==> config.mk <==
export PLATFORM = sky130hd
export DESIGN_NAME = rgb_to_hsv_converter
export DESIGN_NICKNAME = d
export VERILOG_FILES = /design/src/rgbhsv_pkg.sv /design/src/rgbhsv_prep.sv /design/src/rgbhsv_cell.sv /design/src/rgb_to_hsv_converter.sv
export VERILOG_INCLUDE_DIRS = /design/src /design/src/src
export SDC_FILE = /design/constraint.sdc
export NUM_CORES = 2
export LEC_CHECK = 0
export ABC_AREA = 1
export ABC_CLOCK_PERIOD_IN_PS = 7300
export BUFFER_PORTS_ARGS = -buffer_cell sky130_fd_sc_hd__buf_2
export CORE_UTILIZATION = 36
export CTS_CLUSTER_SIZE = 30
export DETAILED_ROUTE_END_ITERATION = 8
export PLACE_DENSITY = 0.51
export SYNTH_ARGS = -nofsm -noshare
export SYNTH_HDL_FRONTEND = slang
export SYNTH_SLANG_ARGS = --single-unit
==> constraint.sdc <==
create_clock -name clk -period 7.3 [get_ports clk]
set_input_delay 0.365 -clock clk [delete_from_list [all_inputs] [get_ports clk]]
set_output_delay 0.365 -clock clk [all_outputs]
set_load 0.05 [all_outputs]
==> src/rgb_to_hsv_converter_defines.svh <==
// ----------------------------------------------------------------------------
// RGB to HSV converter assertion macros
// Shared assertion forms, clocked on clk and disabled while rst_n is low.
// ----------------------------------------------------------------------------
`ifndef RGB_TO_HSV_CONVERTER_DEFINES_SVH
`define RGB_TO_HSV_CONVERTER_DEFINES_SVH

// A property that must hold at every clock edge outside reset.
`define RHC_ASSERT(lbl, prop, msg) \
  lbl: assert property (@(posedge clk) disable iff (!rst_n) (prop)) else $error(msg);

// A condition that must be followed by another in the next cycle.
`define RHC_ASSERT_NEXT(lbl, ante, cons, msg) \
  lbl: assert property (@(posedge clk) disable iff (!rst_n) (ante) |=> (cons)) \
    else $error(msg);

`endif

==> src/rgbhsv_pkg.sv <==
// ----------------------------------------------------------------------------
// RGB to HSV converter package
// Word types, widths and the state carried along the divider cell chain.
// ----------------------------------------------------------------------------
package rgbhsv_pkg;

  localparam int unsigned CHAN_W = 8;
  localparam int unsigned Q_W = 16;
  localparam int unsigned NUM_W = 24;
  localparam int unsigned HDIV_W = 11;
  localparam int unsigned SDIV_W = 8;
  localparam int unsigned CELL_COUNT = NUM_W;

  typedef struct packed {
    logic [CHAN_W-1:0] red;
    logic [CHAN_W-1:0] green;
    logic [CHAN_W-1:0] blue;
    logic [CHAN_W-1:0] alpha_in;
  } pixel_in_t;

  typedef struct packed {
    logic [Q_W-1:0]    hue;
    logic [Q_W-1:0]    saturation;
    logic [CHAN_W-1:0] value;
    logic [CHAN_W-1:0] alpha_out;
  } pixel_out_t;

  typedef struct packed {
    logic [HDIV_W-1:0] hue_rem;
    logic [HDIV_W-1:0] hue_div;
    logic [NUM_W-1:0]  hue_num;
    logic [Q_W-1:0]    hue_q;
    logic [SDIV_W-1:0] sat_rem;
    logic [SDIV_W-1:0] sat_div;
    logic [NUM_W-1:0]  sat_num;
    logic [Q_W-1:0]    sat_q;
    logic [CHAN_W-1:0] value;
    logic [CHAN_W-1:0] alpha;
  } cell_t;

endpackage

==> src/rgbhsv_prep.sv <==
// ----------------------------------------------------------------------------
// RGB to HSV input stage
// Finds value and delta, forms the hue numerator and both dividends, and
// registers the starting state for the divider chain.
// ----------------------------------------------------------------------------
module rgbhsv_prep import rgbhsv_pkg::*; (
  input  logic      clk,
  input  logic      rst_n,
  input  logic      valid_i,
  input  pixel_in_t pixel_i,
  output logic      valid_o,
  output cell_t     data_o
);

  logic               valid_r;
  cell_t              data_r;
  cell_t              data_nxt;
  logic [CHAN_W-1:0]  hi;
  logic [CHAN_W-1:0]  lo;
  logic [CHAN_W-1:0]  delta;
  logic signed [11:0] r_s;
  logic signed [11:0] g_s;
  logic signed [11:0] b_s;
  logic signed [11:0] d_s;
  logic signed [11:0] six_d;
  logic signed [11:0] n_raw;
  logic signed [11:0] n_fix;

  always_comb begin
    hi = pixel_i.red;
    lo = pixel_i.red;
    if (pixel_i.green > hi) hi = pixel_i.green;
    if (pixel_i.blue > hi) hi = pixel_i.blue;
    if (pixel_i.green < lo) lo = pixel_i.green;
    if (pixel_i.blue < lo) lo = pixel_i.blue;
    delta = hi - lo;

    r_s   = signed'({4'b0, pixel_i.red});
    g_s   = signed'({4'b0, pixel_i.green});
    b_s   = signed'({4'b0, pixel_i.blue});
    d_s   = signed'({4'b0, delta});
    six_d = (d_s <<< 2) + (d_s <<< 1);

    if (hi == pixel_i.red) begin
      n_raw = g_s - b_s;
    end else if (hi == pixel_i.green) begin
      n_raw = (d_s <<< 1) + b_s - r_s;
    end else begin
      n_raw = (d_s <<< 2) + r_s - g_s;
    end
    n_fix = (n_raw < 12'sd0) ? n_raw + six_d : n_raw;

    data_nxt.hue_rem = {8'b0, n_fix[10:8]};
    data_nxt.hue_num = {n_fix[7:0], 16'b0};
    data_nxt.hue_div = (delta == '0) ? HDIV_W'(1) : six_d[HDIV_W-1:0];
    data_nxt.hue_q   = '0;
    data_nxt.sat_rem = '0;
    data_nxt.sat_num = {delta, 16'b0} - {16'b0, delta};
    data_nxt.sat_div = (hi == '0) ? SDIV_W'(1) : hi;
    data_nxt.sat_q   = '0;
    data_nxt.value   = hi;
    data_nxt.alpha   = pixel_i.alpha_in;
  end

  always_ff @(posedge clk) begin
    if (!rst_n) begin
      valid_r <= 1'b0;
    end else begin
      valid_r <= valid_i;
    end
  end

  always_ff @(posedge clk) begin
    data_r <= data_nxt;
  end

  assign valid_o = valid_r;
  assign data_o  = data_r;

endmodule

==> src/rgbhsv_cell.sv <==
// ----------------------------------------------------------------------------
// RGB to HSV divider cell
// One restoring division step for the hue and saturation quotients, passed
// to the next cell each cycle.
// ----------------------------------------------------------------------------
`include "rgb_to_hsv_converter_defines.svh"

module rgbhsv_cell import rgbhsv_pkg::*; (
  input  logic  clk,
  input  logic  rst_n,
  input  logic  valid_i,
  input  cell_t data_i,
  output logic  valid_o,
  output cell_t data_o
);

  logic              valid_r;
  cell_t             data_r;
  cell_t             data_nxt;
  logic [HDIV_W:0]   h_trial;
  logic [HDIV_W:0]   h_diff;
  logic              h_ge;
  logic [SDIV_W:0]   s_trial;
  logic [SDIV_W:0]   s_diff;
  logic              s_ge;

  always_comb begin
    h_trial = {data_i.hue_rem, data_i.hue_num[NUM_W-1]};
    h_diff  = h_trial - {1'b0, data_i.hue_div};
    h_ge    = h_trial >= {1'b0, data_i.hue_div};
    s_trial = {data_i.sat_rem, data_i.sat_num[NUM_W-1]};
    s_diff  = s_trial - {1'b0, data_i.sat_div};
    s_ge    = s_trial >= {1'b0, data_i.sat_div};

    data_nxt         = data_i;
    data_nxt.hue_rem = h_ge ? h_diff[HDIV_W-1:0] : h_trial[HDIV_W-1:0];
    data_nxt.hue_num = {data_i.hue_num[NUM_W-2:0], 1'b0};
    data_nxt.hue_q   = {data_i.hue_q[Q_W-2:0], h_ge};
    data_nxt.sat_rem = s_ge ? s_diff[SDIV_W-1:0] : s_trial[SDIV_W-1:0];
    data_nxt.sat_num = {data_i.sat_num[NUM_W-2:0], 1'b0};
    data_nxt.sat_q   = {data_i.sat_q[Q_W-2:0], s_ge};
  end

  always_ff @(posedge clk) begin
    if (!rst_n) begin
      valid_r <= 1'b0;
    end else begin
      valid_r <= valid_i;
    end
  end

  always_ff @(posedge clk) begin
    data_r <= data_nxt;
  end

  assign valid_o = valid_r;
  assign data_o  = data_r;

  // The partial remainder must always stay below its divisor.
  `RHC_ASSERT(a_hue_rem_bound, !valid_r || (data_r.hue_rem < data_r.hue_div), "hue remainder overflow")
  `RHC_ASSERT(a_sat_rem_bound, !valid_r || (data_r.sat_rem < data_r.sat_div), "saturation remainder overflow")
  `RHC_ASSERT_NEXT(a_valid_follow, valid_i, valid_r, "cell dropped a word")

endmodule

==> src/rgb_to_hsv_converter.sv <==
// Throughput: one pixel word per clock; busy is held low at all times.
// Each pixel word passes through one input stage and then a chain of 24 divider cells.
// Reset clears only the valid pipeline; in-flight words are discarded.
// The receiver cannot stall, so each result is shown for one cycle only.
// ----------------------------------------------------------------------------
// RGB to HSV converter
// Converts an RGBA pixel to hue, saturation, value and alpha through a
// pipelined chain of restoring divider cells.
// ----------------------------------------------------------------------------
`include "rgb_to_hsv_converter_defines.svh"

module rgb_to_hsv_converter import rgbhsv_pkg::*; (
  input  logic       clk,
  input  logic       rst_n,
  input  logic       start,
  output logic       busy,
  input  pixel_in_t  in_pixel,
  output logic       out_valid,
  output pixel_out_t out_pixel
);

  localparam int unsigned LATENCY = CELL_COUNT + 1;

  logic  chain_valid [CELL_COUNT+1];
  cell_t chain_data  [CELL_COUNT+1];

  assign busy = 1'b0;

  rgbhsv_prep u_prep (
    .clk     (clk),
    .rst_n   (rst_n),
    .valid_i (start && !busy),
    .pixel_i (in_pixel),
    .valid_o (chain_valid[0]),
    .data_o  (chain_data[0])
  );

  for (genvar i = 0; i < CELL_COUNT; i++) begin : g_cell
    rgbhsv_cell u_cell (
      .clk     (clk),
      .rst_n   (rst_n),
      .valid_i (chain_valid[i]),
      .data_i  (chain_data[i]),
      .valid_o (chain_valid[i+1]),
      .data_o  (chain_data[i+1])
    );
  end

  assign out_valid            = chain_valid[CELL_COUNT];
  assign out_pixel.hue        = chain_data[CELL_COUNT].hue_q;
  assign out_pixel.saturation = chain_data[CELL_COUNT].sat_q;
  assign out_pixel.value      = chain_data[CELL_COUNT].value;
  assign out_pixel.alpha_out  = chain_data[CELL_COUNT].alpha;

  `RHC_ASSERT(a_never_busy, !busy, "busy raised")
  `RHC_ASSERT(a_black_sat, !out_valid || (out_pixel.value != '0) || (out_pixel.saturation == '0), "black pixel with saturation")
  `RHC_ASSERT(a_latency, (start && !busy) |-> ##LATENCY out_valid, "result missing after latency")

endmodule
==> flow_summary.ini <==
[status]
run_status = complete, no violations

[synth]
syn-mean-instance-area_um2 = 10.2
synth-edff-count = 0
postSynthNetCount = 7052
top_cells_by_area_synth = sky130_fd_sc_hd__dfxtp_1 59%, sky130_fd_sc_hd__ha_1 10%, sky130_fd_sc_hd__inv_1 5.7%, sky130_fd_sc_hd__a21oi_1 4.1%, sky130_fd_sc_hd__xor2_1 3.8%
synthesis.instances = 6423
netlist_area_um2 = 65300
async_flop_share = 0
share_of_the_synthesized_area_in_the_top_cell_type = 0.588
yosys_register_bits = 1917
synth.yosys.seq_area_share = 0.588
synth_top_flop_cell = sky130_fd_sc_hd__dfxtp_1
synthesis.yosys.warnings = 0
synth_top_cell_by_area = sky130_fd_sc_hd__dfxtp_1
synth_cell_type_count = 55

[clocking]
clk_pin_slew_ns = 0.06
clkLatencyLatePin_ns = 0.81
cts_made_buffers = 197
clock_sinks = 1917
root_buffer = sky130_fd_sc_hd__clkbuf_16
htree_num_levels = 4
tritoncts = done
cts_buffer_depth = 3
post_cts_buffers = 0

[drt]
wirelength_um = 114000
wl_per_cell_um = 12.3
drt_drc_violations_left = 0
drtPass1Iterations = 5
detailroute.via_count = 39900
detail-route-antenna-nets = 0
viasPerCell = 4.32
drt_first_iter_violations = 1565

[cells_and_area]
leading_cell_types_in_the_layout_fill_and_taps_excluded = 1917 x sky130_fd_sc_hd__dfxtp_1, 987 x sky130_fd_sc_hd__inv_1, 640 x sky130_fd_sc_hd__nand2_1, 541 x sky130_fd_sc_hd__ha_1, 532 x sky130_fd_sc_hd__a21oi_1
multi_input_comb_area_um2 = 22600
num-nets-final = 7353
layout.cells.most_common = sky130_fd_sc_hd__dfxtp_1
area_delta_synth_final_pct = 16.6
final.fill_count = 17200
layout-drive-gt1-share = 0.0900
design_area_um2 = 76100
reg_area_um2 = 38400

[floorplanning]
vertical_die_dimension_um = 428
design.core.area_um2 = 179000
dieArea_um2 = 183000
die_width_um = 428
rows = 155
start_util = 0.364
ioPinCount = 85

[critical_path]
critical_path.most_common_cell = sky130_fd_sc_hd__inv_1
r2r.worst_path.cells = 16
worst-endpoint-required_ns = 8.00
crit_path_end_kind = register
cp_max_fo = 13
crit_path_start_kind = input pin
worstSetupPathType = input pin to register
critical-path-max-stage-delay_ns = 0.56
critPathArrivalTime_ns = 7.37
crit_path_top_delay_cell = sky130_fd_sc_hd__fa_1

[timing]
rel_slew_slack = 0.170
setup_viol = 0
worst-slew-pin-transition_ns = 1.24
fin_hold_ws_ns = 0.137
maxSlewViolCount = 0
hold_viol_final = 0
final.period_utilization = 0.914
worst_clock_skew_ns = 0.0252
timing.fmax_ghz = 0.150
final.min_clock_period_ns = 6.67

[global_route]
antenna_found_initial = 5
grt_start_max_net_pins = 26
global_route_usage_sum = 0.125
globalRouteOverflowTotal = 0
grt_first_pass_wirelength_um = 190000
number_of_global_route_vias_before_repair = 40000

[placed_design]
gp_routability_congestion = 0.836
number_of_buffers_inserted_by_port_buffering = 83
dpl-instance-area_um2 = 69000
dp_hpwl_um = 85000

[min_path]
holdPathStages = 4
worst_hold_path_type = input pin to register

[run]
cap_violations = 0
## what timing repair did
item / 4_1_cts / 5_1_grt
setup endpoints to repair: 0 / 1
gates resized for setup: 0 / 11
hold endpoints to repair: 32 / 0
hold buffers: 11 / 0
## flip-flops by register name, summed over array words and instances, names as in the netlist
register               flops
u_prep.valid_o             1
g_cell.u_cell.data_o    1823
u_prep.data_o             69
g_cell.u_cell.valid_o     24
## area by class of cell
type | count | area share
antenna | 3 | 0.0000986
clock buffer | 266 | 0.0743
clock inverter | 98 | 0.0168
inverter | 993 | 0.0490
multi-input combinational | 3385 | 0.297
sequential | 1917 | 0.504
tap | 2355 | 0.0387
timing repair buffer | 230 | 0.0204
## per-stage QoR
| stage | util | setup TNS [ns] | instances | setup slack [ns] |
|---|---|---|---|---|
| 2_1_floorplan | - | 0 | 6423 | 0.0426 |
| 3_5_place_dp | 0.385 | -0.294 | 8868 | -0.294 |
| 3_3_place_gp | 0.385 | -0.302 | 8868 | -0.302 |
| 4_1_cts | 0.424 | 0 | 9243 | 0.578 |
| 5_1_grt | 0.425 | -0.000152 | 9244 | -0.000152 |
| 6_report | 0.425 | 0 | 9247 | 0.631 |
## path summary, 6_finish.rpt
path	startpoint	end	slack, ns
worst max-delay path	in_pixel[31]	u_prep.data_o[125]	0.63
worst min register to register	g_cell[7].u_cell.data_o[42]	g_cell[8].u_cell.data_o[43]	0.31
worst min-delay path	in_pixel[10]	u_prep.data_o[58]	0.14
worst max register to register	g_cell[16].u_cell.data_o[115]	g_cell[17].u_cell.data_o[133]	4.00
## cell usage after synthesis, types with 6 or more instances
| master | number |
|---|---|
| sky130_fd_sc_hd__nor3_1 | 44 |
| sky130_fd_sc_hd__nand2_2 | 12 |
| sky130_fd_sc_hd__nor2_1 | 488 |
| sky130_fd_sc_hd__o21bai_1 | 42 |
| sky130_fd_sc_hd__o21ai_0 | 327 |
| sky130_fd_sc_hd__dfxtp_1 | 1917 |
| sky130_fd_sc_hd__a211oi_1 | 36 |
| sky130_fd_sc_hd__o21ai_1 | 6 |
| sky130_fd_sc_hd__buf_4 | 50 |
| sky130_fd_sc_hd__a31oi_1 | 15 |
| sky130_fd_sc_hd__xor2_1 | 283 |
| sky130_fd_sc_hd__o211ai_1 | 10 |
| sky130_fd_sc_hd__clkbuf_1 | 72 |
| sky130_fd_sc_hd__o311ai_0 | 6 |
| sky130_fd_sc_hd__a21oi_1 | 533 |
| sky130_fd_sc_hd__nand4_1 | 65 |
| sky130_fd_sc_hd__nor4_1 | 13 |
| sky130_fd_sc_hd__ha_1 | 541 |
| sky130_fd_sc_hd__nand2_1 | 640 |
| sky130_fd_sc_hd__a211o_1 | 7 |
| sky130_fd_sc_hd__nand3_1 | 85 |
| sky130_fd_sc_hd__nand3b_1 | 6 |
| sky130_fd_sc_hd__xnor2_1 | 96 |
| sky130_fd_sc_hd__a21o_1 | 11 |
| sky130_fd_sc_hd__or2_2 | 11 |
| sky130_fd_sc_hd__inv_1 | 987 |
| sky130_fd_sc_hd__fa_1 | 53 |
| sky130_fd_sc_hd__o221ai_1 | 7 |
## layer usage
| layer | vias up | share of wire | global-route usage |
|---|---|---|---|
| met1 | 18100 | 0.46 | 0.150 |
| met2 | 481 | 0.47 | 0.217 |
| li1 | 21100 | - | - |
| met4 | 0 | 0.033 | 0.0530 |
| met5 | - | 0 | 0 |
| met3 | 253 | 0.038 | 0.0264 |
## cell families after synthesis
logic type	count (synthesis)	share of synthesized area
DFF	1917	0.588
buffers and inverters	1121	0.0676
other	1	0.0000575
adders and majority gates	594	0.120
AOI/OAI and AO/OA	1022	0.0851
and+or+nand+nor	1389	0.0885
xor gates and xnor gates	379	0.0509
## critical path: cells and delay by family
family | cells | cell delay, ns
adders and majority gates | 7 | 2.46
buffers and inverters | 11 | 0.89
and+or+nand+nor | 20 | 2.17
xor gates and xnor gates | 1 | 0.11
AOI/OAI and AO/OA | 9 | 1.36
Power is left out: the tool's default activity adds up to more than one toggle a clock period on the data nets, which glitch-free logic cannot reach.
